**config.mk**
```make
export PLATFORM = sky130hd
export DESIGN_NAME = similarity_weighted_prediction_flat
export DESIGN_NICKNAME = d
export VERILOG_FILES = /design/src/rtl/core/swp_pkg.sv /design/src/rtl/core/swp_if.sv /design/src/rtl/core/swp_front.sv /design/src/rtl/core/swp_queue.sv /design/src/rtl/core/swp_back.sv /design/src/rtl/core/similarity_weighted_prediction.sv /design/src/flat_wrapper.sv
export VERILOG_INCLUDE_DIRS = /design/src /design/src/rtl/core
export SDC_FILE = /design/constraint.sdc
export NUM_CORES = 2
export LEC_CHECK = 0
export ABC_AREA = 1
export CAP_MARGIN = 20
export CORE_ASPECT_RATIO = 0.8
export CORE_UTILIZATION = 59
export DETAILED_ROUTE_END_ITERATION = 6
export DONT_BUFFER_PORTS = 1
export PLACE_DENSITY_LB_ADDON = 0.1
export SYNTH_ARGS = -nofsm -noshare
export SYNTH_HDL_FRONTEND = slang
export SYNTH_SLANG_ARGS = --single-unit
```
**constraint.sdc**
```tcl
create_clock -name clock -period 9.2 [get_ports clock]
set_input_delay 0.46 -clock clock [delete_from_list [all_inputs] [get_ports clock]]
set_output_delay 0.46 -clock clock [all_outputs]
set_load 0.05 [all_outputs]
```
**src/rtl/core/similarity_weighted_prediction_defines.svh**
```systemverilog
// Assertion macros for the similarity-weighted prediction block.
// Used by the front end, the cell queue and the back end; needs clock and reset in scope.
`ifndef SIMILARITY_WEIGHTED_PREDICTION_DEFINES_SVH
`define SIMILARITY_WEIGHTED_PREDICTION_DEFINES_SVH
`ifndef NO_ASSERTIONS
// Checked outside reset.
`define SWP_ASSERT(name, prop, msg) \
   name: assert property (@(posedge clock) disable iff (reset) prop) else $error(msg);
// Checked on every edge, reset included.
`define SWP_ASSERT_ALWAYS(name, prop, msg) \
   name: assert property (@(posedge clock) prop) else $error(msg);
`else
`define SWP_ASSERT(name, prop, msg)
`define SWP_ASSERT_ALWAYS(name, prop, msg)
`endif
`endif

```
**src/rtl/core/swp_pkg.sv**
```systemverilog
// Shared types and constants of the similarity-weighted prediction block.
// No dependencies; every module and interface of the block imports it.
package swp_pkg;

   localparam int SIM_W         = 16;
   localparam int SIM_FRAC_BITS = 15;
   localparam int ATTR_W        = 24;
   localparam int TOTAL_W       = 24;
   localparam int WSUM_W        = 48;
   localparam int PROD_W        = ATTR_W + SIM_W + 1;
   localparam int N_W           = WSUM_W + 1;
   localparam int ACC_W         = 64;
   localparam int CSR_IDX_W     = 8;
   localparam int CSR_DATA_W    = 16;

   localparam logic [SIM_W-1:0] SIM_ONE = SIM_W'(1 << SIM_FRAC_BITS);
   localparam logic [CSR_DATA_W-1:0] THRESHOLD_RESET = CSR_DATA_W'(16384);
   localparam logic [CSR_DATA_W-1:0] EPSILON_RESET   = CSR_DATA_W'(1);

   localparam logic [ACC_W-1:0] ROUND_HALF     = ACC_W'(1 << (SIM_FRAC_BITS - 1));
   localparam logic [ACC_W-1:0] ATTR_POS_LIMIT = ACC_W'((1 << (ATTR_W - 1)) - 1);
   localparam logic [ACC_W-1:0] ATTR_NEG_LIMIT = ACC_W'(1 << (ATTR_W - 1));
   localparam logic [ATTR_W-1:0] ATTR_MAX = {1'b0, {(ATTR_W - 1){1'b1}}};
   localparam logic [ATTR_W-1:0] ATTR_MIN = {1'b1, {(ATTR_W - 1){1'b0}}};

   typedef enum logic [CSR_IDX_W-1:0] {
      CSR_THRESHOLD = 8'd0,
      CSR_EPSILON   = 8'd1
   } csr_index_type;

   typedef struct packed {
      logic [CSR_DATA_W-1:0] threshold;
      logic [CSR_DATA_W-1:0] epsilon;
   } cfg_type;

   // Per-cell accumulator snapshot, handed from front end to back end.
   typedef struct packed {
      logic                     any_valid;
      logic [SIM_W-1:0]         best_sim;
      logic signed [ATTR_W-1:0] best_attr;
      logic [TOTAL_W-1:0]       sim_total;
      logic signed [WSUM_W-1:0] weighted_total;
   } cell_sum_type;

endpackage

```
**src/rtl/core/swp_if.sv**
```systemverilog
// Channel interfaces of the similarity-weighted prediction block: request, response, CSR write.
// Depends on swp_pkg for field widths.
interface swp_req_if import swp_pkg::*; ();
   logic                     valid;
   logic                     ready;
   logic [SIM_W-1:0]         similarity;
   logic signed [ATTR_W-1:0] attr_value;
   logic                     sim_no_data;
   logic                     last;

   modport source (output valid, similarity, attr_value, sim_no_data, last, input ready);
   modport sink   (input valid, similarity, attr_value, sim_no_data, last, output ready);
endinterface

interface swp_rsp_if import swp_pkg::*; ();
   logic                     valid;
   logic                     ready;
   logic [SIM_W-1:0]         uncertainty;
   logic                     cell_no_data;
   logic signed [ATTR_W-1:0] predicted;
   logic                     pred_masked;

   modport source (output valid, uncertainty, cell_no_data, predicted, pred_masked, input ready);
   modport sink   (input valid, uncertainty, cell_no_data, predicted, pred_masked, output ready);
endinterface

interface swp_csr_if import swp_pkg::*; ();
   logic                  valid;
   logic                  ready;
   logic [CSR_IDX_W-1:0]  index;
   logic [CSR_DATA_W-1:0] data;

   modport source (output valid, index, data, input ready);
   modport sink   (input valid, index, data, output ready);
endinterface

```
**src/rtl/core/swp_front.sv**
```systemverilog
// Front end: takes one sample request per cycle unless a last one meets a full queue,
// keeps running cell sums, queues a snapshot on the last sample. Uses swp_pkg, swp_if.
`include "similarity_weighted_prediction_defines.svh"

module swp_front import swp_pkg::*; (
   input  logic         clock,
   input  logic         reset,
   swp_req_if.sink      req_chan,
   input  logic         q_full,
   output logic         q_push,
   output cell_sum_type q_data
);

   logic                     p1_valid_ff, p1_valid_in;
   logic [SIM_W-1:0]         p1_sim_ff;
   logic signed [ATTR_W-1:0] p1_attr_ff;
   logic                     p1_nodata_ff;
   logic                     p1_last_ff;
   logic signed [PROD_W-1:0] p1_prod_ff;

   logic                     accept;
   logic                     advance;
   logic                     take_best;
   logic [SIM_W-1:0]         sim_clamped;
   logic signed [PROD_W-1:0] sim_ext;
   logic signed [PROD_W-1:0] attr_ext;
   logic signed [PROD_W-1:0] prod_in;
   cell_sum_type             acc_ff, acc_in, acc_upd;

   assign accept         = req_chan.valid && req_chan.ready;
   // a last sample may only retire when the queue has a slot for its cell
   assign advance        = p1_valid_ff && (!p1_last_ff || !q_full);
   assign req_chan.ready = !p1_valid_ff || advance;
   assign p1_valid_in    = req_chan.ready ? req_chan.valid : p1_valid_ff;

   assign sim_clamped = (req_chan.similarity > SIM_ONE) ? SIM_ONE : req_chan.similarity;
   assign sim_ext     = {{(PROD_W - SIM_W){1'b0}}, sim_clamped};
   assign attr_ext    = {{(PROD_W - ATTR_W){req_chan.attr_value[ATTR_W-1]}}, req_chan.attr_value};
   assign prod_in     = sim_ext * attr_ext;

   always_comb begin
      acc_upd   = acc_ff;
      take_best = !acc_ff.any_valid || (p1_sim_ff >= acc_ff.best_sim);
      if (!p1_nodata_ff) begin
         if (take_best) begin
            acc_upd.best_sim  = p1_sim_ff;
            acc_upd.best_attr = p1_attr_ff;
         end
         acc_upd.any_valid      = 1'b1;
         acc_upd.sim_total      = acc_ff.sim_total + TOTAL_W'(p1_sim_ff);
         acc_upd.weighted_total = acc_ff.weighted_total
                                + {{(WSUM_W - PROD_W){p1_prod_ff[PROD_W-1]}}, p1_prod_ff};
      end
      acc_in = acc_ff;
      if (advance) begin
         acc_in = p1_last_ff ? '0 : acc_upd;
      end
   end

   assign q_push = advance && p1_last_ff;
   assign q_data = acc_upd;

   always_ff @(posedge clock) begin
      if (reset) begin
         p1_valid_ff <= 1'b0;
         acc_ff      <= '0;
      end else begin
         p1_valid_ff <= p1_valid_in;
         acc_ff      <= acc_in;
      end
      if (accept) begin
         p1_sim_ff    <= sim_clamped;
         p1_attr_ff   <= req_chan.attr_value;
         p1_nodata_ff <= req_chan.sim_no_data;
         p1_last_ff   <= req_chan.last;
         p1_prod_ff   <= prod_in;
      end
   end

   `SWP_ASSERT(a_cell_cleared, q_push |=> (acc_ff == '0), "accumulators not cleared after cell")

endmodule

```
**src/rtl/core/swp_queue.sv**
```systemverilog
// Short queue of per-cell accumulator snapshots between front end and back end.
// Depends on swp_pkg. DEPTH must be at least 2.
`include "similarity_weighted_prediction_defines.svh"

module swp_queue import swp_pkg::*; #(
   parameter int DEPTH = 2
) (
   input  logic         clock,
   input  logic         reset,
   input  logic         push,
   input  cell_sum_type push_data,
   input  logic         pop,
   output logic         full,
   output logic         head_valid,
   output cell_sum_type head_data
);

   localparam int PTR_W = $clog2(DEPTH);
   localparam int CNT_W = $clog2(DEPTH + 1);

   cell_sum_type     slot_ff [DEPTH];
   logic [PTR_W-1:0] wr_ptr_ff, wr_ptr_in;
   logic [PTR_W-1:0] rd_ptr_ff, rd_ptr_in;
   logic [CNT_W-1:0] count_ff, count_in;

   assign full       = (count_ff == CNT_W'(DEPTH));
   assign head_valid = (count_ff != '0);
   assign head_data  = slot_ff[rd_ptr_ff];

   always_comb begin
      wr_ptr_in = wr_ptr_ff;
      rd_ptr_in = rd_ptr_ff;
      count_in  = count_ff;
      if (push) begin
         wr_ptr_in = (wr_ptr_ff == PTR_W'(DEPTH - 1)) ? '0 : wr_ptr_ff + 1'b1;
      end
      if (pop) begin
         rd_ptr_in = (rd_ptr_ff == PTR_W'(DEPTH - 1)) ? '0 : rd_ptr_ff + 1'b1;
      end
      if (push && !pop) begin
         count_in = count_ff + 1'b1;
      end else if (pop && !push) begin
         count_in = count_ff - 1'b1;
      end
   end

   always_ff @(posedge clock) begin
      if (reset) begin
         wr_ptr_ff <= '0;
         rd_ptr_ff <= '0;
         count_ff  <= '0;
      end else begin
         wr_ptr_ff <= wr_ptr_in;
         rd_ptr_ff <= rd_ptr_in;
         count_ff  <= count_in;
      end
      if (push) begin
         slot_ff[wr_ptr_ff] <= push_data;
      end
   end

   `SWP_ASSERT(a_no_overflow, push |-> (!full || pop), "cell pushed into full queue")
   `SWP_ASSERT(a_no_underflow, pop |-> head_valid, "cell popped from empty queue")
   `SWP_ASSERT(a_count_bound, count_ff <= CNT_W'(DEPTH), "queue count out of range")

endmodule

```
**src/rtl/core/swp_back.sv**
```systemverilog
// Back end: turns one cell snapshot into a response. Sequencer around a shift-add
// multiplier and a restoring divider, with a response register. Depends on swp_pkg, swp_if.
`include "similarity_weighted_prediction_defines.svh"

module swp_back import swp_pkg::*; (
   input  logic         clock,
   input  logic         reset,
   input  cfg_type      cfg,
   input  logic         q_valid,
   input  cell_sum_type q_data,
   output logic         q_pop,
   swp_rsp_if.source    rsp_chan
);

   localparam int CNT_W = $clog2(ACC_W);

   typedef enum logic [3:0] {
      ST_IDLE,
      ST_SETUP,
      ST_PLAN,
      ST_MUL,
      ST_DIVPREP,
      ST_DIV,
      ST_SUM,
      ST_ROUND,
      ST_SAT,
      ST_FINISH
   } state_type;

   state_type                state_ff, state_in;
   cell_sum_type             ent_ff, ent_in;
   logic [SIM_W-1:0]         unc_ff, unc_in;
   logic                     masked_ff, masked_in;
   logic                     short_ff, short_in;
   logic [TOTAL_W-1:0]       d_ff, d_in;
   logic signed [PROD_W-1:0] ms_ff, ms_in;
   logic [ACC_W-1:0]         mcand_ff, mcand_in;
   logic [SIM_W-1:0]         mplier_ff, mplier_in;
   logic [ACC_W-1:0]         acc_ff, acc_in;
   logic [ACC_W-1:0]         dvd_ff, dvd_in;
   logic [TOTAL_W-1:0]       rem_ff, rem_in;
   logic                     neg_ff, neg_in;
   logic [ACC_W-1:0]         mag_ff, mag_in;
   logic                     tneg_ff, tneg_in;
   logic signed [ATTR_W-1:0] pred_ff, pred_in;
   logic [CNT_W-1:0]         cnt_ff, cnt_in;

   logic                     rsp_valid_ff, rsp_valid_in;
   logic [SIM_W-1:0]         rsp_unc_ff, rsp_unc_in;
   logic                     rsp_nodata_ff, rsp_nodata_in;
   logic signed [ATTR_W-1:0] rsp_pred_ff, rsp_pred_in;
   logic                     rsp_masked_ff, rsp_masked_in;

   logic [TOTAL_W:0]         diff;
   logic signed [PROD_W-1:0] sim_ext;
   logic signed [PROD_W-1:0] attr_ext;
   logic signed [N_W-1:0]    wt_ext;
   logic signed [N_W-1:0]    ms_wide;
   logic signed [N_W-1:0]    n_val;
   logic [ACC_W-1:0]         ms_acc;
   logic [TOTAL_W:0]         rem_sh;
   logic [TOTAL_W:0]         rem_diff;
   logic                     rem_ge;
   logic [ACC_W-1:0]         sat_mag;

   assign diff     = {1'b0, ent_ff.sim_total} - {{(TOTAL_W + 1 - SIM_W){1'b0}}, ent_ff.best_sim};
   assign sim_ext  = {{(PROD_W - SIM_W){1'b0}}, ent_ff.best_sim};
   assign attr_ext = {{(PROD_W - ATTR_W){ent_ff.best_attr[ATTR_W-1]}}, ent_ff.best_attr};
   assign wt_ext   = {ent_ff.weighted_total[WSUM_W-1], ent_ff.weighted_total};
   assign ms_wide  = {{(N_W - PROD_W){ms_ff[PROD_W-1]}}, ms_ff};
   assign n_val    = wt_ext - ms_wide;
   assign ms_acc   = {{(ACC_W - PROD_W){ms_ff[PROD_W-1]}}, ms_ff};

   // one quotient bit per cycle; remainder stays below the divisor
   assign rem_sh   = {rem_ff, dvd_ff[ACC_W-1]};
   assign rem_diff = rem_sh - {1'b0, d_ff};
   assign rem_ge   = (rem_sh >= {1'b0, d_ff});
   assign sat_mag  = mag_ff >> SIM_FRAC_BITS;

   always_comb begin
      state_in      = state_ff;
      ent_in        = ent_ff;
      unc_in        = unc_ff;
      masked_in     = masked_ff;
      short_in      = short_ff;
      d_in          = d_ff;
      ms_in         = ms_ff;
      mcand_in      = mcand_ff;
      mplier_in     = mplier_ff;
      acc_in        = acc_ff;
      dvd_in        = dvd_ff;
      rem_in        = rem_ff;
      neg_in        = neg_ff;
      mag_in        = mag_ff;
      tneg_in       = tneg_ff;
      pred_in       = pred_ff;
      cnt_in        = cnt_ff;
      rsp_valid_in  = rsp_valid_ff && !rsp_chan.ready;
      rsp_unc_in    = rsp_unc_ff;
      rsp_nodata_in = rsp_nodata_ff;
      rsp_pred_in   = rsp_pred_ff;
      rsp_masked_in = rsp_masked_ff;
      q_pop         = 1'b0;

      case (state_ff)
         ST_IDLE: begin
            if (q_valid) begin
               q_pop    = 1'b1;
               ent_in   = q_data;
               state_in = ST_SETUP;
            end
         end
         ST_SETUP: begin
            unc_in    = ent_ff.any_valid ? SIM_ONE - ent_ff.best_sim : '0;
            masked_in = !ent_ff.any_valid || (unc_in >= cfg.threshold);
            // a wrapped or tiny spread falls back to the attribute at the maximum
            short_in  = diff[TOTAL_W] || (diff == '0)
                     || (diff[TOTAL_W-1:0] < TOTAL_W'(cfg.epsilon));
            d_in      = diff[TOTAL_W-1:0];
            ms_in     = sim_ext * attr_ext;
            state_in  = ST_PLAN;
         end
         ST_PLAN: begin
            if (masked_ff) begin
               pred_in  = '0;
               state_in = ST_FINISH;
            end else if (short_ff) begin
               pred_in  = ent_ff.best_attr;
               state_in = ST_FINISH;
            end else begin
               mcand_in  = {{(ACC_W - N_W){n_val[N_W-1]}}, n_val};
               mplier_in = unc_ff;
               acc_in    = '0;
               cnt_in    = '0;
               state_in  = ST_MUL;
            end
         end
         ST_MUL: begin
            if (mplier_ff[0]) begin
               acc_in = acc_ff + mcand_ff;
            end
            mcand_in  = mcand_ff << 1;
            mplier_in = mplier_ff >> 1;
            cnt_in    = cnt_ff + 1'b1;
            if (cnt_ff == CNT_W'(SIM_W - 1)) begin
               state_in = ST_DIVPREP;
            end
         end
         ST_DIVPREP: begin
            neg_in   = acc_ff[ACC_W-1];
            dvd_in   = (acc_ff[ACC_W-1] ? ~acc_ff : acc_ff)
                     + {{(ACC_W - 1){1'b0}}, acc_ff[ACC_W-1]};
            rem_in   = '0;
            cnt_in   = '0;
            state_in = ST_DIV;
         end
         ST_DIV: begin
            rem_in = rem_ge ? rem_diff[TOTAL_W-1:0] : rem_sh[TOTAL_W-1:0];
            dvd_in = {dvd_ff[ACC_W-2:0], rem_ge};
            cnt_in = cnt_ff + 1'b1;
            if (cnt_ff == CNT_W'(ACC_W - 1)) begin
               state_in = ST_SUM;
            end
         end
         ST_SUM: begin
            acc_in   = ms_acc + (neg_ff ? ~dvd_ff : dvd_ff) + {{(ACC_W - 1){1'b0}}, neg_ff};
            state_in = ST_ROUND;
         end
         ST_ROUND: begin
            // round half away from zero on the magnitude
            tneg_in  = acc_ff[ACC_W-1];
            mag_in   = (acc_ff[ACC_W-1] ? ~acc_ff : acc_ff) + ROUND_HALF
                     + {{(ACC_W - 1){1'b0}}, acc_ff[ACC_W-1]};
            state_in = ST_SAT;
         end
         ST_SAT: begin
            if (tneg_ff) begin
               pred_in = (sat_mag > ATTR_NEG_LIMIT) ? ATTR_MIN : -sat_mag[ATTR_W-1:0];
            end else begin
               pred_in = (sat_mag > ATTR_POS_LIMIT) ? ATTR_MAX : sat_mag[ATTR_W-1:0];
            end
            state_in = ST_FINISH;
         end
         ST_FINISH: begin
            if (!rsp_valid_ff || rsp_chan.ready) begin
               rsp_valid_in  = 1'b1;
               rsp_unc_in    = unc_ff;
               rsp_nodata_in = !ent_ff.any_valid;
               rsp_pred_in   = pred_ff;
               rsp_masked_in = masked_ff;
               state_in      = ST_IDLE;
            end
         end
         default: begin
            state_in = ST_IDLE;
         end
      endcase
   end

   always_ff @(posedge clock) begin
      if (reset) begin
         state_ff     <= ST_IDLE;
         rsp_valid_ff <= 1'b0;
      end else begin
         state_ff     <= state_in;
         rsp_valid_ff <= rsp_valid_in;
      end
      ent_ff        <= ent_in;
      unc_ff        <= unc_in;
      masked_ff     <= masked_in;
      short_ff      <= short_in;
      d_ff          <= d_in;
      ms_ff         <= ms_in;
      mcand_ff      <= mcand_in;
      mplier_ff     <= mplier_in;
      acc_ff        <= acc_in;
      dvd_ff        <= dvd_in;
      rem_ff        <= rem_in;
      neg_ff        <= neg_in;
      mag_ff        <= mag_in;
      tneg_ff       <= tneg_in;
      pred_ff       <= pred_in;
      cnt_ff        <= cnt_in;
      rsp_unc_ff    <= rsp_unc_in;
      rsp_nodata_ff <= rsp_nodata_in;
      rsp_pred_ff   <= rsp_pred_in;
      rsp_masked_ff <= rsp_masked_in;
   end

   assign rsp_chan.valid        = rsp_valid_ff;
   assign rsp_chan.uncertainty  = rsp_unc_ff;
   assign rsp_chan.cell_no_data = rsp_nodata_ff;
   assign rsp_chan.predicted    = rsp_pred_ff;
   assign rsp_chan.pred_masked  = rsp_masked_ff;

   `SWP_ASSERT(a_rem_below_divisor, (state_ff == ST_DIV) |-> (rem_ff < d_ff), "divider remainder not below divisor")
   `SWP_ASSERT(a_masked_pred_zero, (rsp_valid_ff && rsp_masked_ff) |-> (rsp_pred_ff == '0), "masked response carries a prediction")
   `SWP_ASSERT(a_no_data_masked, (rsp_valid_ff && rsp_nodata_ff) |-> (rsp_masked_ff && (rsp_unc_ff == '0)), "no-data cell not masked")

endmodule

```
**src/rtl/core/similarity_weighted_prediction.sv**
```systemverilog
// Similarity-weighted prediction of one attribute per raster cell.
// Channels: req_chan carries one reference sample per request (similarity, attr_value,
// sim_no_data, last); rsp_chan returns one response per cell on the request marked last
// (uncertainty, cell_no_data, predicted, pred_masked); csr_chan is always ready and writes
// threshold (index 0) and epsilon (index 1); the user writes only while the block is idle,
// which the block does not enforce. Throughput: one sample request per cycle unless
// stalled. The front end folds a sample into the cell sums through input and accumulator
// registers; the last sample hands the cell to a QUEUE_DEPTH-entry queue. The back end
// goes from setup and plan to finish when the prediction is masked or falls back to the
// attribute at the maximum, else through a shift-add multiply and a restoring divide, one
// bit per cycle each. Cells faster than the back end make req_chan.ready drop once the
// queue fills. A response sits in an output register until taken; while rsp_chan.ready is
// low the back end holds its finished cell and the front end keeps accepting into the
// queue. Reset (synchronous, active high) clears the accumulators, the queue and the
// response register, and sets threshold to 0.5 and epsilon to one LSB.
module similarity_weighted_prediction import swp_pkg::*; #(
   parameter int QUEUE_DEPTH = 2
) (
   input logic       clock,
   input logic       reset,
   swp_req_if.sink   req_chan,
   swp_rsp_if.source rsp_chan,
   swp_csr_if.sink   csr_chan
);

   cfg_type      cfg_ff, cfg_in;
   logic         q_push;
   logic         q_pop;
   logic         q_full;
   logic         q_valid;
   cell_sum_type q_push_data;
   cell_sum_type q_head_data;

   assign csr_chan.ready = 1'b1;

   always_comb begin
      cfg_in = cfg_ff;
      if (csr_chan.valid) begin
         case (csr_index_type'(csr_chan.index))
            CSR_THRESHOLD: cfg_in.threshold = csr_chan.data;
            CSR_EPSILON:   cfg_in.epsilon   = csr_chan.data;
            default: begin
            end
         endcase
      end
   end

   always_ff @(posedge clock) begin
      if (reset) begin
         cfg_ff.threshold <= THRESHOLD_RESET;
         cfg_ff.epsilon   <= EPSILON_RESET;
      end else begin
         cfg_ff <= cfg_in;
      end
   end

   swp_front u_front (
      .clock    (clock),
      .reset    (reset),
      .req_chan (req_chan),
      .q_full   (q_full),
      .q_push   (q_push),
      .q_data   (q_push_data)
   );

   swp_queue #(
      .DEPTH (QUEUE_DEPTH)
   ) u_queue (
      .clock      (clock),
      .reset      (reset),
      .push       (q_push),
      .push_data  (q_push_data),
      .pop        (q_pop),
      .full       (q_full),
      .head_valid (q_valid),
      .head_data  (q_head_data)
   );

   swp_back u_back (
      .clock    (clock),
      .reset    (reset),
      .cfg      (cfg_ff),
      .q_valid  (q_valid),
      .q_data   (q_head_data),
      .q_pop    (q_pop),
      .rsp_chan (rsp_chan)
   );

endmodule
```
**src/flat_wrapper.sv**
```systemverilog
// flat-port wrapper written by rule: the top's interface ports become plain ports
module similarity_weighted_prediction_flat import swp_pkg::*;
#(
   parameter int QUEUE_DEPTH = 2
)
  (clock, reset, req_chan_valid, req_chan_similarity, req_chan_attr_value, req_chan_sim_no_data, req_chan_last, req_chan_ready, rsp_chan_valid, rsp_chan_uncertainty, rsp_chan_cell_no_data, rsp_chan_predicted, rsp_chan_pred_masked, rsp_chan_ready, csr_chan_valid, csr_chan_index, csr_chan_data, csr_chan_ready);
  swp_req_if req_chan_i ();
  swp_rsp_if rsp_chan_i ();
  swp_csr_if csr_chan_i ();
  input logic clock;
  input logic reset;
  input wire logic [$bits(req_chan_i.valid)-1:0] req_chan_valid;
  input wire logic [$bits(req_chan_i.similarity)-1:0] req_chan_similarity;
  input wire logic [$bits(req_chan_i.attr_value)-1:0] req_chan_attr_value;
  input wire logic [$bits(req_chan_i.sim_no_data)-1:0] req_chan_sim_no_data;
  input wire logic [$bits(req_chan_i.last)-1:0] req_chan_last;
  output wire logic [$bits(req_chan_i.ready)-1:0] req_chan_ready;
  output wire logic [$bits(rsp_chan_i.valid)-1:0] rsp_chan_valid;
  output wire logic [$bits(rsp_chan_i.uncertainty)-1:0] rsp_chan_uncertainty;
  output wire logic [$bits(rsp_chan_i.cell_no_data)-1:0] rsp_chan_cell_no_data;
  output wire logic [$bits(rsp_chan_i.predicted)-1:0] rsp_chan_predicted;
  output wire logic [$bits(rsp_chan_i.pred_masked)-1:0] rsp_chan_pred_masked;
  input wire logic [$bits(rsp_chan_i.ready)-1:0] rsp_chan_ready;
  input wire logic [$bits(csr_chan_i.valid)-1:0] csr_chan_valid;
  input wire logic [$bits(csr_chan_i.index)-1:0] csr_chan_index;
  input wire logic [$bits(csr_chan_i.data)-1:0] csr_chan_data;
  output wire logic [$bits(csr_chan_i.ready)-1:0] csr_chan_ready;
  assign req_chan_i.valid = req_chan_valid;
  assign req_chan_i.similarity = req_chan_similarity;
  assign req_chan_i.attr_value = req_chan_attr_value;
  assign req_chan_i.sim_no_data = req_chan_sim_no_data;
  assign req_chan_i.last = req_chan_last;
  assign req_chan_ready = req_chan_i.ready;
  assign rsp_chan_valid = rsp_chan_i.valid;
  assign rsp_chan_uncertainty = rsp_chan_i.uncertainty;
  assign rsp_chan_cell_no_data = rsp_chan_i.cell_no_data;
  assign rsp_chan_predicted = rsp_chan_i.predicted;
  assign rsp_chan_pred_masked = rsp_chan_i.pred_masked;
  assign rsp_chan_i.ready = rsp_chan_ready;
  assign csr_chan_i.valid = csr_chan_valid;
  assign csr_chan_i.index = csr_chan_index;
  assign csr_chan_i.data = csr_chan_data;
  assign csr_chan_ready = csr_chan_i.ready;
  similarity_weighted_prediction #(.QUEUE_DEPTH(QUEUE_DEPTH)) u_core (.clock(clock), .reset(reset), .req_chan(req_chan_i), .rsp_chan(rsp_chan_i), .csr_chan(csr_chan_i));
endmodule
```
; Word level (Yosys, flattened, before mapping)
; Memories as Yosys holds them, arrays and structs flattened. A register that Yosys moved wholly into a read port is not among the register bits.
; Cells that the tools add are included.
[word_totals]
out_inout_bits = 45
n_memories = 1
input_bits = 71
reg_bits = 691
word_cells = 176
mem_bits_rw = 226
[op_classes]
n_bitwise = 2
addsub = 18
muxes = 46
n_reduce_logical = 42
eq_ne = 21
n_lt_le_gt_ge = 7
mul = 2
[mem_list]
columns = memory, words, word_bits, read_ports, rd_ports_with_merged_regs, wr, line
row1 = u_core.u_queue.slot_ff, 2, 113, 1, 1, 1, swp_queue.sv:21  ; cell_sum_type slot_ff [DEPTH];
[op_table]
columns = cell, n
row1 = 64-bit two-way mux, 7
row2 = 64-bit one-hot mux with 2 select lines, 2
row3 = 113-bit two-way mux, 2
row4 = 64-bit by 1-bit adder with 64-bit output, 3
row5 = 64-bit one-hot mux with 3 select lines, 1
row6 = 24-bit two-way mux, 6
row7 = 64-bit adder, 2
row8 = 64-bit NOT, 2
row9 = 24-bit one-hot mux with 2 select lines, 2
row10 = 17-bit by 24-bit multiplier with 41-bit output, 2
row11 = 64-bit by 15-bit adder with 64-bit output (second input constant), 1
row12 = 16-bit two-way mux, 4
row13 = 49-bit by 23-bit greater-than comparator with 1-bit output (second input constant), 1
row14 = 49-bit by 24-bit greater-than comparator with 1-bit output (second input constant), 1
row15 = 48-bit by 41-bit subtractor with 49-bit output, 1
row16 = 48-bit adder, 1
row17 = 40-bit two-way mux, 1
row18 = 4-bit one-hot mux with 10 select lines, 1
row19 = 16-bit greater-or-equal comparator, 2
row20 = 16-bit one-hot mux with 2 select lines, 1
row21 = 25-bit by 24-bit greater-or-equal comparator with 1-bit output, 1
row22 = 25-bit zero test, 1
row23 = 24-bit by 16-bit subtractor with 25-bit output, 1
row24 = 24-bit by 16-bit adder with 24-bit output, 1
row25 = other kinds (36), 91

; Logic depth before layout (Yosys ltp)
[depth]
ltp_word = 9
depth_mapped = 31

; Cells and area by module
; A second synthesis with hierarchy kept.
[hier_totals]
hier_cells = 12108
hier_area_um2 = 95421.5
[modules_own_cells]
columns = mod, cells_each, n_inst, area_per_inst_um2
row1 = swp_back, 7554, 1, 56968.4
row2 = swp_front, 3966, 1, 28347.2
row3 = swp_queue, 385, 1, 8673.3
row4 = similarity_weighted_prediction, 203, 1, 1432.6

; Worst setup path after synthesis
; OpenSTA, ideal clock, no wires.
[synth_path]
kind = register -> register
from = register u_core.u_back.state_ff[3]
to = register u_core.u_queue.count_ff[1]
path_buffers = 0
synth_period_minus_slack_ns = 7.407
slack_ns = 1.793
t_arrival_ns = 7.285
stages_incl_launch_ff = 12
required_time_ns = 9.078
cell_sequence = dfxtp_1 nor2_1 inv_1 nor2_1 inv_1 a21oi_1 inv_1 ha_1 a21oi_1 o21ai_0 o21ai_0 a21oi_1
[synth_between]
elab_chain_len = 5
[synth_rtl]
columns = element, line
row1 = start: declaration, swp_back.sv:30  ; state_type state_ff, state_in;
row2 = start signal: assignment, swp_back.sv:205  ; state_ff <= state_in;
row3 = 4-bit zero test (*), swp_back.sv:105  ; case (state_ff)
row4 = 1-bit two-way mux (*), swp_back.sv:105
row5 = named net u_core.q_pop, similarity_weighted_prediction.sv:28  ; logic q_pop;
row6 = 1-bit zero test, swp_queue.sv:40  ; if (push && !pop) begin
row7 = 1-bit logical AND, swp_queue.sv:40
row8 = 2-bit two-way mux or 2-bit nonzero test (tied branches), --
row9 = end signal: assignment, swp_queue.sv:55  ; count_ff <= count_in;
row10 = end: declaration, swp_queue.sv:24  ; logic [CNT_W-1:0] count_ff, count_in;
; Mark *: on every way through the listed nets, which the timed path passes. The rest lies on a longest branch.
; A chain may end at the register's enable or synchronous reset.

; Final worst setup path
[layout_path]
from = input req_chan_similarity[8]
to = register u_core.u_front.p1_prod_ff[39] (data pin)
[layout_between]
elab_chain_len = 3
[layout_rtl]
columns = element, line
row1 = start: declaration, flat_wrapper.sv:13  ; input wire logic [$bits(req_chan_i.similarity)-1:0] req_chan_similarity;
row2 = 16-bit greater-than comparator, swp_front.sv:36  ; assign sim_clamped = (req_chan.similarity > SIM_ONE) ? SIM_ONE : req_chan.similarity;
row3 = 16-bit two-way mux (*), swp_front.sv:36
row4 = 17-bit by 24-bit multiplier with 41-bit output (*), swp_front.sv:39  ; assign prod_in = sim_ext * attr_ext;
row5 = named net u_core.u_front.prod_in[39], swp_front.sv:27  ; logic signed [PROD_W-1:0] prod_in;
row6 = end signal: assignment, swp_front.sv:76  ; p1_prod_ff <= prod_in;
row7 = end: declaration, swp_front.sv:19  ; logic signed [PROD_W-1:0] p1_prod_ff;
; Marked as above.

==> impl_metrics.ini <==
[floorplanning]
start_util = 0.597
io_pins = 116
num_rows = 130
core_area_um2 = 158000
die_area_um2 = 161000
die_h_um = 359
fp.dieW_um = 449

[drt]
dr.pass1.iters = 7
drtIter0Drc = 10600
vias = 83400
routed_wl_mm = 321
drc = 7
ant_nets = 0
routedWlPerCell_um = 22.4
vias_per_cell = 5.83

[logic_synthesis]
synth_area_leader_cell = edfxtp_1
synth_edf_count = 860
yosysMostFrequentCell = nand2_1
netlist_area_um2 = 94200
synth_top_cell_area_share = 0.274
yosys_warnings = 0
ys_seq_area_frac = 0.307
synthTopCellsByCount = 3,205 x nand2_1, 2,305 x inv_1, 1,099 x nor2_1
synth.ff_latch_count = 1015
synth_cell_types = 65
synthTopCellsByArea = edfxtp_1 27%, fa_1 16%, nand2_1 13%
synth-async-reset-ratio = 0
avgSynthCellArea_um2 = 7.73
syn_inst = 12200
synthFlopType = edfxtp_1
syn_nets = 13500

[placement]
dp_hpwl_mm = 258
portBuffers = 0
placed_cells = 14000
gp_congestion = 1.06

[critical_path]
cpMaxStageDelayCell = fa_1
cp-end-kind = register
max_stage_delay_ps = 780
startpoint_type = input port
critPathMostFrequentCell = fa_1
critPathTopFamily = adder cells
worst_ep_required_time_ps = 9750
crit_buf_inv = 5
crit_fanout = 23
arrival_ps = 7730
critPathKind = input port to register
path_cells = nor4_1, nand4_1, nand2_1, nand2_1, inv_1, nand2_1, fa_1, fa_1, inv_1, fa_1, inv_1, fa_1, fa_1, fa_1, inv_1, ha_1, nand2_1, nor2_1, inv_1, nor4_1, o21ai_0, nand3_1, xor2_1

[clocking]
cts_buffers = 108
ctsResizeCount = 0
clock_latency_ps = 800
cts.sinks = 1015
cts_max_path_buffers = 3
postCtsSetupBuffers = 0
clkSlewWorstSetupHoldPaths_ps = 80
postCtsHoldBufs = 46
cts_htree_levels = 3
cts_tree = done
cts_root_buf = clkbuf_16

[flow_run]
maxCapViolCount = 0

[timing]
fin_crit_ps = 7180
rsz0062_at_grt = no
drv_slew = 0
final.setup.tns_ps = 0
setup_violations = 0
final_hold_viol_count = 0
holdWs_ps = 16.9
period_share = 0.780
worst_pin_slew_ps = 1210
max_freq_mhz = 139
finClkSkew_ps = 73.3
relSlewSlack = 0.185

[run_status]
violations = DRC
status = complete, but fails checks

[final_layout]
drive_gt1_frac = 0.0317
area_delta_synth_final_pct = 6.81
regArea_um2 = 28900
layout.nets = 13500
fill_cells = 13800
multi_input_area_um2 = 55400
final_util = 0.637
layoutNonFillerInstCount = 14300

[global_routing]
antenna_found_initial = 22
grt_overflow = 0
grt_pass1_wl_mm = 482
grt_max_degree = 119
grt_pass1_vias = 80000
track_usage = 0.393

[worst_hold_path]
hp-class = input port to register
through the flow:
| stage | cell area, um2 | worst slack [ps] |
|---|---|---|
| final | 101000 | 2020 |
| after global routing | 101000 | 1720 |
| after CTS | 100000 | 2180 |
| after detailed placement | 96300 | 1300 |
| after global placement | 96300 | 1540 |
| after floorplan | 94200 | 1790 |
layout make-up:
type                            count  share of cell area
Timing Repair Buffer              138              0.0133
Inverter                         2315              0.0865
Antenna cell                       10            0.000249
Sequential cell                  1015               0.288
Clock inverter                     58             0.00618
Tap cell                         2112              0.0263
Multi-Input combinational cell   8518               0.551
Clock buffer                      143              0.0293
placed cells by master (no fill, tap or decap), drive strengths merged, types with 6 or more instances in the layout:
| cell type | count |
|---|---|
| nand2 | 3206 |
| inv | 2317 |
| nor2 | 1107 |
| edfxtp | 860 |
| fa | 761 |
| a21oi | 718 |
| nand3 | 591 |
| ha | 532 |
| o21ai | 509 |
| xor2 | 233 |
| dfxtp | 155 |
| clkbuf | 143 |
| xnor2 | 117 |
| nand4 | 114 |
| nor3 | 114 |
| buf | 93 |
| or2 | 77 |
| nand3b | 70 |
| a31oi | 70 |
| and2 | 64 |
| o21bai | 58 |
| dlygate4sd3 | 45 |
| clkinv | 43 |
| nor4 | 33 |
| a21o | 29 |
| o21a | 25 |
| a21boi | 19 |
| o211ai | 15 |
| diode | 10 |
| o31ai | 9 |
| clkinvlp | 8 |
| o221ai | 7 |
| nor4b | 6 |
| a211oi | 6 |
path summary, 6_finish.rpt:
check                                                start                             endpoint  slack (ps)  cells past startpoint
worst max-delay path                req_chan_similarity[8]        u_core.u_front.p1_prod_ff[39]        2020                     23
worst min-delay path                        csr_chan_valid                    u_core.cfg_ff[19]          20                      2
worst max register to register  u_core.u_back.attr_ext[23]              u_core.u_back.ms_ff[38]        2180                     18
worst min register to register    u_core.u_back.pred_ff[4]  u_core.u_back.rsp_chan.predicted[4]         410                      0
registers in the layout (all words and copies together) (netlist names), 2 cells and up:
signal,flops
u_core.u_queue.slot_ff,226
u_core.u_front.acc_ff,113
u_core.u_back.ent_ff,89
u_core.u_back.acc_ff,64
u_core.u_back.dvd_ff,64
u_core.u_back.mcand_ff,64
u_core.u_back.mag_ff,49
u_core.u_back.ms_ff,41
u_core.u_front.p1_prod_ff,41
u_core.cfg_ff,32
u_core.u_back.attr_ext,24
u_core.u_back.d_ff,24
u_core.u_back.pred_ff,24
u_core.u_back.rem_ff,24
u_core.u_back.rsp_chan.predicted,24
u_core.u_front.p1_attr_ff,24
u_core.u_back.mplier_ff,16
u_core.u_back.rsp_chan.uncertainty,16
u_core.u_back.unc_ff,16
u_core.u_front.p1_sim_ff,16
u_core.u_back.cnt_ff,6
u_core.u_back.state_ff,4
u_core.u_queue.count_ff,2
kinds of logic (layout without fill, tap and decap cells):
| kind of cell | after synthesis | after routing | share of synthesized area |
|---|---|---|---|
| other | 1 | 11 | 0.0000398 |
| flip-flops | 1015 | 1015 | 0.307 |
| multiplexers | 2 | 2 | 0.000213 |
| buffers and inverters | 2647 | 2654 | 0.106 |
| adder cells (fa/ha/maj) | 1293 | 1293 | 0.232 |
| AND/OR/NAND/NOR | 5393 | 5393 | 0.236 |
| XOR/XNOR | 350 | 350 | 0.0330 |
| AO/OA/AOI/OAI | 1479 | 1479 | 0.0847 |
metal layers:
layer  up-vias  routed length [um]  part of all wire  GRT usage
met4        24               12200             0.038      0.134
met2      4802              132000              0.41      0.559
li1      38200                   -                 -          -
met5         -                 161           0.00050          0
met1     39700              134000              0.42      0.568
met3       679               42600              0.13      0.119
Power is not shown: default switching activity piles up to over one toggle a cycle in this logic, so the estimate is an artifact.
